--- src/sv/hpe_pkg.sv ---
package hpe_pkg;

  localparam int WORD_W    = 32;
  localparam int FRAC_BITS = 16;
  localparam int MAX_TERMS = 7;
  localparam int NUM_STEPS = MAX_TERMS - 1;
  localparam int TERM_W    = 3;
  localparam int IDX_W     = 3;
  localparam int WIDE_W    = 2 * WORD_W;
  localparam int PIPE_LAT  = 1 + 2 * NUM_STEPS;

  localparam logic [IDX_W-1:0] REG_NUM_TERMS = IDX_W'(0);
  localparam logic [IDX_W-1:0] REG_COEF_BASE = IDX_W'(1);

  typedef logic signed [WORD_W-1:0] word_t;
  typedef logic signed [WIDE_W-1:0] wide_t;
  typedef logic [TERM_W-1:0]        term_cnt_t;
  typedef logic [IDX_W-1:0]         reg_idx_t;

  localparam wide_t WIDE_MAX = {{(WORD_W+1){1'b0}}, {(WORD_W-1){1'b1}}};
  localparam wide_t WIDE_MIN = ~WIDE_MAX;

  typedef struct packed {
    logic  valid;
    logic  flag;
    word_t x;
    word_t acc;
  } lane_t;

  typedef struct packed {
    word_t val;
    logic  sat;
  } sat_t;

  function automatic sat_t sat_word(input wide_t v);
    sat_t r;
    r.sat = 1'b0;
    r.val = v[WORD_W-1:0];
    if (v > WIDE_MAX) begin
      r.sat = 1'b1;
      r.val = WIDE_MAX[WORD_W-1:0];
    end else if (v < WIDE_MIN) begin
      r.sat = 1'b1;
      r.val = WIDE_MIN[WORD_W-1:0];
    end
    return r;
  endfunction

endpackage

--- src/sv/hpe_cfg.sv ---
module hpe_cfg (
  input  logic                clk,
  input  logic                rst_n,
  input  logic                cfg_we,
  input  hpe_pkg::reg_idx_t   cfg_index,
  input  hpe_pkg::word_t      cfg_data,
  output hpe_pkg::term_cnt_t  num_terms,
  output hpe_pkg::word_t      coef [hpe_pkg::MAX_TERMS]
);
  import hpe_pkg::*;

  term_cnt_t num_terms_r;
  word_t     coef_r [MAX_TERMS];

  always_ff @(posedge clk) begin
    if (!rst_n) begin
      num_terms_r <= '0;
      for (int i = 0; i < MAX_TERMS; i++) coef_r[i] <= '0;
    end else if (cfg_we) begin
      if (cfg_index == REG_NUM_TERMS) begin
        num_terms_r <= cfg_data[TERM_W-1:0];
      end else begin
        for (int i = 0; i < MAX_TERMS; i++) begin
          if (cfg_index == REG_COEF_BASE + IDX_W'(i)) coef_r[i] <= cfg_data;
        end
      end
    end
  end

  assign num_terms = num_terms_r;
  assign coef      = coef_r;

  a_terms_hold: assert property (@(posedge clk) disable iff (!rst_n)
    $past(rst_n) && !$past(cfg_we && cfg_index == REG_NUM_TERMS) |-> $stable(num_terms_r))
    else $error("term count changed without a write");

  a_coef0_hold: assert property (@(posedge clk) disable iff (!rst_n)
    $past(rst_n) && !$past(cfg_we && cfg_index == REG_COEF_BASE) |-> $stable(coef_r[0]))
    else $error("constant term changed without a write");

  a_terms_write: assert property (@(posedge clk) disable iff (!rst_n)
    cfg_we && cfg_index == REG_NUM_TERMS |=> num_terms_r == $past(cfg_data[TERM_W-1:0]))
    else $error("term count write lost");

endmodule

--- config.mk ---
export PLATFORM = sky130hd
export DESIGN_NAME = hpe_cfg
export DESIGN_NICKNAME = d
export VERILOG_FILES = /design/src/sv/hpe_pkg.sv /design/src/sv/hpe_cfg.sv
export SDC_FILE = /design/constraint.sdc
export NUM_CORES = 1
export LEC_CHECK = 0
export BUFFER_PORTS_ARGS = -buffer_cell sky130_fd_sc_hd__buf_2
export CORE_UTILIZATION = 46
export CTS_CLUSTER_DIAMETER = 50
export CTS_CLUSTER_SIZE = 28
export DETAILED_ROUTE_END_ITERATION = 16
export PLACE_DENSITY = 0.79
export SLEW_MARGIN = 5
export SYNTH_ARGS = -nofsm -noshare
export SYNTH_HDL_FRONTEND = slang
export SYNTH_SLANG_ARGS = --single-unit
--- constraint.sdc ---
create_clock -name clk -period 1 [get_ports clk]
set_input_delay 0.15 -clock clk [delete_from_list [all_inputs] [get_ports clk]]
set_output_delay 0.15 -clock clk [all_outputs]
set_load 0.02 [all_outputs]
==> results.txt <==
Port bufs: 264
GPL Wtd Cong: 0.7764
WP data required: 0.85 ns
Vias in the first global route: 7,417
Clk pin slew, worst setup/hold paths: 0.09 ns
Initial core utilization: 47.65%
Top cell type's share of synthesized area: 54.57%
DP HPWL: 15,780 um
Layout cells sized above 1: 57.57%
Setup violations, final: 227
Unrepaired setup endpoints after global routing: yes
Synth cell types: 13
Hold WC Path Type: in2reg
Overflow after GRT: 0
FF-to-FF path depth: 4
Most frequent cells in the layout: nand2_1, buf_6, mux2i_1, dfxtp_2, buf_4
Die ar.: 18,650 um^2
H-tree Lvls: 1
Clk root buf: clkbuf_16
Leak pwr: 6.837 nW
Core region area: 17,480 um^2
Syn avg cell area: 10.70 um^2
Crit path from: coef[185]
Post-Route WL: 27,860 um
CTS max path bufs: 3
Worst-Margin Slew: 0.4058 ns
Setup ws final: -0.1560 ns
Die H: 136.6 um
Final setup TNS: -24.96 ns
Post-detailed-route count of antenna-violating nets: 0
Post-Synthesis Cell Area: 8328 um^2
Worst setup SP type: register
P_sw: 5.264 mW
Crit path max-delay family: flip-flops
I/O pin total: 265
Worst setup endpoint: coef[185]
Inserted Clock Buffers: 21
Max IR drop VDD: 1.538 mV
DR vias/cell: 5.198
DRC: 0
DR WL/cell: 20.26 um
Max Cap Viol: 0
Clk Latency, worst-skew pair: 0.51 ns
Most common cell after layout, fill and taps aside: nand2_1
P_int: 14.58 mW
GRT Util Overall: 28.32%
Max incr delay on CP: 0.37 ns
Seq pwr share: 47.5%
Fin. max-slew vios: 0
Clock sink total: 227
CTS tree: done
Syn_nets: 816
R2R setup slack: 0.11 ns
1st-pass router iterations: 5
Rows: 48
Nets: 1,175
Capture point of the worst reg-to-reg path: coef[44]
WP data arrival: 1.01 ns
Largest net degree at the start of global routing: 41
Failing checks: negative setup slack
Setup Skew: 0 ns
Final hold violations: 0
DR vias: 7,147
CP Depth: 1
Initial drt markers: 288
Status: finished, violations left
Slew HR: 72.83%
Area contributors post-synth: dfxtp_1, mux2i_1, nand2_1
# diodes: 0
Worst-path fanout max: 2
Register area share after synthesis: 54.57%
Crit-path cells: buf_6
Buf/Inv on CP: 1
Crit path time final: 1.156 ns
Maximum clock rate: 865.1 MHz
Synth area leader: dfxtp_1
CP endpoint kind: output pin
Crit path kind: reg2out
#FFs+latches synth: 227
Initial antenna violation count: 0
Comb pwr share: 9.8%
Synth-to-Final Area Change: 59.25%
Finished Core Util: 75.89%
Net Sw Frac: 26.53%
Slowest stage cell, crit path: dfxtp_2
P per Cell Area: 1496 nW/um^2
Reg2Reg Launch Point: coef[44]
Die width: 136.6 um
Yosys warns: 0
Clock power frac: 42.7%
Global-route wire length before repair: 40,250 um
Syn Inst Count: 778
Period Utilization, post-route: 115.6%
-- cell families after synthesis --
logic type / Yosys count / share of synthesized area [%]
mux: 227 / 27.28
flops: 227 / 54.57
simple gates: 267 / 13.39
buf+inv: 57 / 4.763
-- synthesized netlist by cell type (all sizes together) --
cell type and instances:
and4bb 1, buf 43, clkbuf 14, dfxtp 227, mux2i 227, nand2 259
nand4 1, nand4b 3, nand4bb 2, nor4b 1
-- sequential cells by signal, summed over array words and instances, names as in the netlist --
register,count
coef,224
num_terms,3
-- worst min-delay path by stage --
| stage | start | endpoint | cells past startpoint |
|---|---|---|---|
| 6_report | cfg_data[2] | coef[194] | 4 |
| 3_3_place_gp | coef[190] | coef[190] | 2 |
| 2_1_floorplan | cfg_data[4] | coef[100] | 2 |
| 4_1_cts | cfg_data[15] | coef[207] | 3 |
| 3_5_place_dp | coef[187] | coef[187] | 2 |
| 5_1_grt | cfg_data[2] | coef[66] | 4 |
-- area by class of cell --
type,count,area (um^2)
repair buffers,393,3994
clock buffers,22,529.3
clock inverters,14,201.4
multi-input cells,494,3428
well taps,225,281.5
fillers,978,4214
flip-flops and latches,227,4828
-- power groups by stage --
stage	logic [mW]	clock network (mW)	registers, mW
after floorplan	0.672	0	9.78
after global placement	1.54	0	9.53
after detailed placement	1.56	0	9.54
after CTS	1.83	8.50	9.41
after global routing	2.03	8.93	9.44
final	1.94	8.48	9.42
-- stage by stage --
step           std cells  power (mW)  worst slack (ns)  area, um^2  hold slack (ns)
6_report            1375       19.84           -0.1560       13260          0.07919
5_1_grt             1375       20.40           -0.1717       13260          0.09933
4_1_cts             1328       19.75           -0.1539       12910          0.05427
3_5_place_dp        1263       11.10           -0.2138       10250           0.4459
3_3_place_gp        1263       11.07           -0.1628       10250           0.4386
2_1_floorplan        778       10.46          -0.04244        8341           0.4101
-- metal layers --
metal	track usage [%]	up-vias	share of wire [%]
met1	29.76	3453	36
met4	14.94	0	5.2
met3	6.556	89	7.1
met5	0	-	0
met2	52.14	301	52
li1	-	3304	-
-- timing repair --
action                                 4_1_cts  5_1_grt
buffers inserted                            28       47
setup endpoints to repair                  227      227
resized for setup                          681        0
endpoints found under the hold margin        1        0
hold buffers                                 1        0
(Power assumes the default switching activity.)
