**src/sv/hpe_pkg.sv**
```systemverilog
package hpe_pkg;

  localparam int WORD_W    = 32;
  localparam int FRAC_BITS = 16;
  localparam int MAX_TERMS = 7;
  localparam int NUM_STEPS = MAX_TERMS - 1;
  localparam int TERM_W    = 3;
  localparam int IDX_W     = 3;
  localparam int WIDE_W    = 2 * WORD_W;
  localparam int PIPE_LAT  = 1 + 2 * NUM_STEPS;

  localparam logic [IDX_W-1:0] REG_NUM_TERMS = IDX_W'(0);
  localparam logic [IDX_W-1:0] REG_COEF_BASE = IDX_W'(1);

  typedef logic signed [WORD_W-1:0] word_t;
  typedef logic signed [WIDE_W-1:0] wide_t;
  typedef logic [TERM_W-1:0]        term_cnt_t;
  typedef logic [IDX_W-1:0]         reg_idx_t;

  localparam wide_t WIDE_MAX = {{(WORD_W+1){1'b0}}, {(WORD_W-1){1'b1}}};
  localparam wide_t WIDE_MIN = ~WIDE_MAX;

  typedef struct packed {
    logic  valid;
    logic  flag;
    word_t x;
    word_t acc;
  } lane_t;

  typedef struct packed {
    word_t val;
    logic  sat;
  } sat_t;

  function automatic sat_t sat_word(input wide_t v);
    sat_t r;
    r.sat = 1'b0;
    r.val = v[WORD_W-1:0];
    if (v > WIDE_MAX) begin
      r.sat = 1'b1;
      r.val = WIDE_MAX[WORD_W-1:0];
    end else if (v < WIDE_MIN) begin
      r.sat = 1'b1;
      r.val = WIDE_MIN[WORD_W-1:0];
    end
    return r;
  endfunction

endpackage

```
**src/sv/hpe_step.sv**
```systemverilog
module hpe_step (
  input  logic           clk,
  input  logic           rst_n,
  input  logic           active,
  input  hpe_pkg::word_t coef,
  input  hpe_pkg::lane_t lane_in,
  output hpe_pkg::lane_t lane_out
);
  import hpe_pkg::*;

  // stage A: product
  logic  valid_a_r;
  logic  flag_a_r;
  word_t x_a_r;
  word_t acc_a_r;
  wide_t prod_a_r;
  wide_t prod_nxt;

  // stage B: scale, saturate, add
  lane_t lane_b_r;
  lane_t lane_b_nxt;
  sat_t  prod_sat;
  sat_t  sum_sat;
  wide_t sum_wide;

  assign prod_nxt = $signed(lane_in.acc) * $signed(lane_in.x);

  always_ff @(posedge clk) begin
    if (!rst_n) begin
      valid_a_r <= 1'b0;
    end else begin
      valid_a_r <= lane_in.valid;
    end
  end

  always_ff @(posedge clk) begin
    flag_a_r <= lane_in.flag;
    x_a_r    <= lane_in.x;
    acc_a_r  <= lane_in.acc;
    prod_a_r <= prod_nxt;
  end

  always_comb begin
    prod_sat = sat_word(prod_a_r >>> FRAC_BITS);
    sum_wide = WIDE_W'(prod_sat.val) + WIDE_W'(coef);
    sum_sat  = sat_word(sum_wide);
    lane_b_nxt.valid = valid_a_r;
    lane_b_nxt.x     = x_a_r;
    lane_b_nxt.acc   = active ? sum_sat.val : acc_a_r;
    lane_b_nxt.flag  = flag_a_r | (active & (prod_sat.sat | sum_sat.sat));
  end

  always_ff @(posedge clk) begin
    if (!rst_n) begin
      lane_b_r.valid <= 1'b0;
    end else begin
      lane_b_r.valid <= lane_b_nxt.valid;
    end
  end

  always_ff @(posedge clk) begin
    lane_b_r.flag <= lane_b_nxt.flag;
    lane_b_r.x    <= lane_b_nxt.x;
    lane_b_r.acc  <= lane_b_nxt.acc;
  end

  assign lane_out = lane_b_r;

  a_valid_lat: assert property (@(posedge clk) disable iff (!rst_n)
    $past(rst_n) && $past(rst_n, 2) |-> lane_out.valid == $past(lane_in.valid, 2))
    else $error("valid lost or invented in step");

  a_flag_sticky: assert property (@(posedge clk) disable iff (!rst_n)
    $past(rst_n) && $past(rst_n, 2) && $past(lane_in.valid && lane_in.flag, 2)
    |-> lane_out.flag)
    else $error("saturation flag dropped");

  a_bypass: assert property (@(posedge clk) disable iff (!rst_n)
    $past(rst_n) && !$past(active) && $past(valid_a_r) |-> lane_out.acc == $past(acc_a_r))
    else $error("idle step altered accumulator");

endmodule

```
**config.mk**
```make
export PLATFORM = sky130hd
export DESIGN_NAME = hpe_step
export DESIGN_NICKNAME = d
export VERILOG_FILES = /design/src/sv/hpe_pkg.sv /design/src/sv/hpe_step.sv
export SDC_FILE = /design/constraint.sdc
export NUM_CORES = 2
export LEC_CHECK = 0
export BUFFER_PORTS_ARGS = -buffer_cell sky130_fd_sc_hd__buf_2
export CAP_MARGIN = 15
export CORE_MARGIN = 8
export CORE_UTILIZATION = 52
export DETAILED_ROUTE_END_ITERATION = 10
export PLACE_DENSITY = 0.75
export SYNTH_ARGS = -nofsm -noshare
export SYNTH_HDL_FRONTEND = slang
export SYNTH_SLANG_ARGS = --single-unit
```
**constraint.sdc**
```tcl
create_clock -name clk -period 9.6 [get_ports clk]
set_input_delay 1.44 -clock clk [delete_from_list [all_inputs] [get_ports clk]]
set_output_delay 1.44 -clock clk [all_outputs]
set_load 0.1 [all_outputs]
```
==> key figures <==
Synthesis
  – Top_reg_cell synth: dfxtp_1
  – FF+latch count, synth: 180
  – Post-synthesis simple-gate area fraction: 0.151
  – YS warnings: 0
  – Combinational family with the most area after synthesis: adder cells
  – Area fraction in compound gates after synthesis: 0.0574
  – Sequential fraction of the synthesis area: 0.0853
  – Synth Instances: 4,417
  – Post-Synth XOR/XNOR Area: 0.0164
  – Post-synth EDFFs: 0
  – Async SR Flop Fraction: 0
  – Post-synthesis cell area: 42,200 um2
  – Net Count, Synth: 5,812
  – Netlist cell types: 80
  – Mux contribution to synthesized area: 0.00133
  – Synth Area in Adders: 0.576
  – Mean Syn Cell Area: around 9.6 um2

Route
  – WL per Instance: 20.3 um
  – Met1 WL: a little over 40,000 um
  – TritonRoute pass-1 iters: 9
  – Vias per cell: 5.39
  – ANT nets after route: 0
  – Metal2 WL: 56,600 um
  – Routed wire length: 112,000 um
  – Top layer in use: met5
  – Via count: 29.8k
  – WL met3: 6490 um
  – # DRC: 0
  – Number of DRC markers in iteration 0: 1,912

Floorplanning
  – Initial Utilization: 0.525
  – Boundary Pins: about 170
  – Core region area: 80,400 um2
  – Die Height: 301 um
  – # rows: 104
  – Die Wd: 301 um
  – DIE AREA: 90,600 um2

Setup path
  – Setup Crit Path Kind: input port to flop
  – FF-to-FF Start: prod_a_r[55]$_DFF_P_
  – RR Endpoint: lane_out[15]$_DFF_P_
  – Max incr delay on CP: 600 ps
  – CP most frequent cell: fa_1
  – Crit path capture type: flop
  – R2R cell count: 15
  – CP Depth: 24
  – Crit path launch type: input port
  – CP max FO: 33
  – CP top delay family: adder cells
  – WP buf/inv: 5
  – CP Data Arrival Time: around 9400 ps
  – Crit path capture: prod_a_r[57]$_DFF_P_
  – CP cell instances: buf_2 -> and2_1 -> fa_1 -> fa_1 -> inv_1 -> fa_1 -> fa_1 -> inv_1 -> fa_1 -> fa_1 -> fa_1 -> inv_1 -> fa_1 -> inv_1 -> ha_1 -> a21oi_1 -> o21ai_0 -> a221oi_1 -> o21ai_1 -> o21ai_1 -> a41oi_1 -> o31a_2 -> or3_1 -> nand4_1
  – CP max-delay cell: buf_2
  – Req. time, crit path: 10,070 ps
  – Critical Path Source: lane_in[41]
  – Flop2flop setup slack: 4780 ps

GRT
  – Vias in the first global route: 34.0k
  – Global-route wire length before repair: 182,000 um
  – GRT Total Usage: 0.257
  – Largest net degree at the start of global routing: 37
  – Initial antenna violation count: 11
  – Total grt overflow: 0

Hold path
  – Class of the worst hold path: flop to flop
  – HP Start: x_a_r[22]$_DFF_P_

STA
  – Fmax: 0.112 GHz
  – Setup_tns: 0 ps
  – RSZ-0062 raised after global routing: no
  – Final Skew: 20.1 ps
  – Fin crit share: 0.928
  – Slew Limit Fails: 0
  – Period minus WS final: 8910 ps
  – Final hold slack: between 300 and 400 ps
  – Setup Viol. Count Final: 0
  – Least-Margin Pin Slew: 992 ps
  – Final hold vios: 0
  – Rel. slew slack: 0.325

Final layout
  – Fillers: ~7.1k
  – FF/Latch Area: 3600 um2
  – Area occupied by multi-input gates: 33,900 um2
  – Commonest non-fill, non-tap cells in the layout: fa_1, inv_1, nand2_1
  – Core Util, Final: 0.556
  – Most common cell after layout, fill and taps aside: fa_1
  – P&R area growth vs syn: 5.93%
  – Share of layout cells above drive strength 1: 0.0739
  – Nets@finish: 5,846

Clocking
  – Clock Pin Slew Worst Setup and Hold Paths: 90 ps
  – Post-CTS Resized: 0
  – Clock latency on the worst-skew pair: 530 ps
  – CTS tree: yes
  – Maximum level of the CTS H-tree: 4
  – Post-CTS Hold Fix Bufs: 0
  – CTS sink count: between 150 and 200
  – CTS Root Cell: clkbuf_16
  – Inserted Clock Buffers: 17
  – CTS max path bufs: 2
  – Setup bufs post-CTS: 0

Outcome
  – Status: complete, no violations

Placed design
  – DP HPWL: roughly 93,000 um
  – PortBufs: 166
  – GP Congestion: 0.931

Job
  – Max-cap violations: 0
==> worst min-delay path by stage <==
stage                                      end  cells after the start  slack [ps]
after global routing      lane_out[45]$_DFF_P_                      0         330
final                     lane_out[54]$_DFF_P_                      0         330
after CTS                 lane_out[45]$_DFF_P_                      0         330
after floorplan           lane_out[32]$_DFF_P_                      0         310
after detailed placement  lane_out[32]$_DFF_P_                      0         310
after global placement    lane_out[59]$_DFF_P_                      0         310
==> per-layer routing <==
layer  global-route usage  up-vias
li1                     -    13000
met1                0.294    15400
met2                0.449     1103
met3               0.0366      356
met4                0.170        2
met5                    0        -
==> registers in the layout, summed over array words and instances, names as in the netlist <==
signal     count
acc_a_r       32
flag_a_r       1
lane_out      66
prod_a_r      48
valid_a_r      1
x_a_r         32
==> metrics by stage <==
step | instance area (um2) | setup slack (ps) | std cells
final | 44700 | 690 | 5531
after global routing | 44700 | 460 | 5528
after CTS | 44700 | 816 | 5524
after detailed placement | 44100 | 275 | 5492
after global placement | 44100 | 363 | 5492
after floorplan | 42200 | 900 | 4417
==> kinds of logic (layout without fill, tap and decap cells) <==
group / count (synthesis) / after routing
AOI/OAI and AO/OA: 325 / 325
DFF: 180 / 180
other: 0 / 7
xor gates and xnor gates: 79 / 79
and+or+nand+nor: 1280 / 1280
buffers and inverters: 1255 / 1302
adders and majority gates: 1294 / 1294
muxes: 4 / 4
==> layout make-up <==
cell class	instances	area share
Multi-Input combinational cell	2982	0.757
Inverter	1031	0.0865
Sequential cell	180	0.0806
Timing Repair Buffer	239	0.0314
Tap cell	1060	0.0297
Clock buffer	17	0.00951
Clock inverter	15	0.00456
Antenna cell	7	0.000392
==> cell usage after synthesis, drive strengths merged, types with 12 or more instances <==
cell,number,share of area
nand4,21,0.0031
nor2b,12,0.0018
xor2,26,0.0054
nor2,102,0.0091
o21a,13,0.0023
a21oi,70,0.0083
o21ai,48,0.0057
nand3,25,0.0031
o22ai,31,0.0090
a31oi,19,0.0033
nand2b,15,0.0022
clkbuf,213,0.019
fa,1082,0.51
nand2,549,0.049
dfxtp,180,0.085
xnor2,53,0.011
ha,212,0.063
a21o,69,0.012
inv,1031,0.092
and2,507,0.075
Power is not shown: default switching activity piles up to over one toggle a cycle in this logic, so the estimate is an artifact.
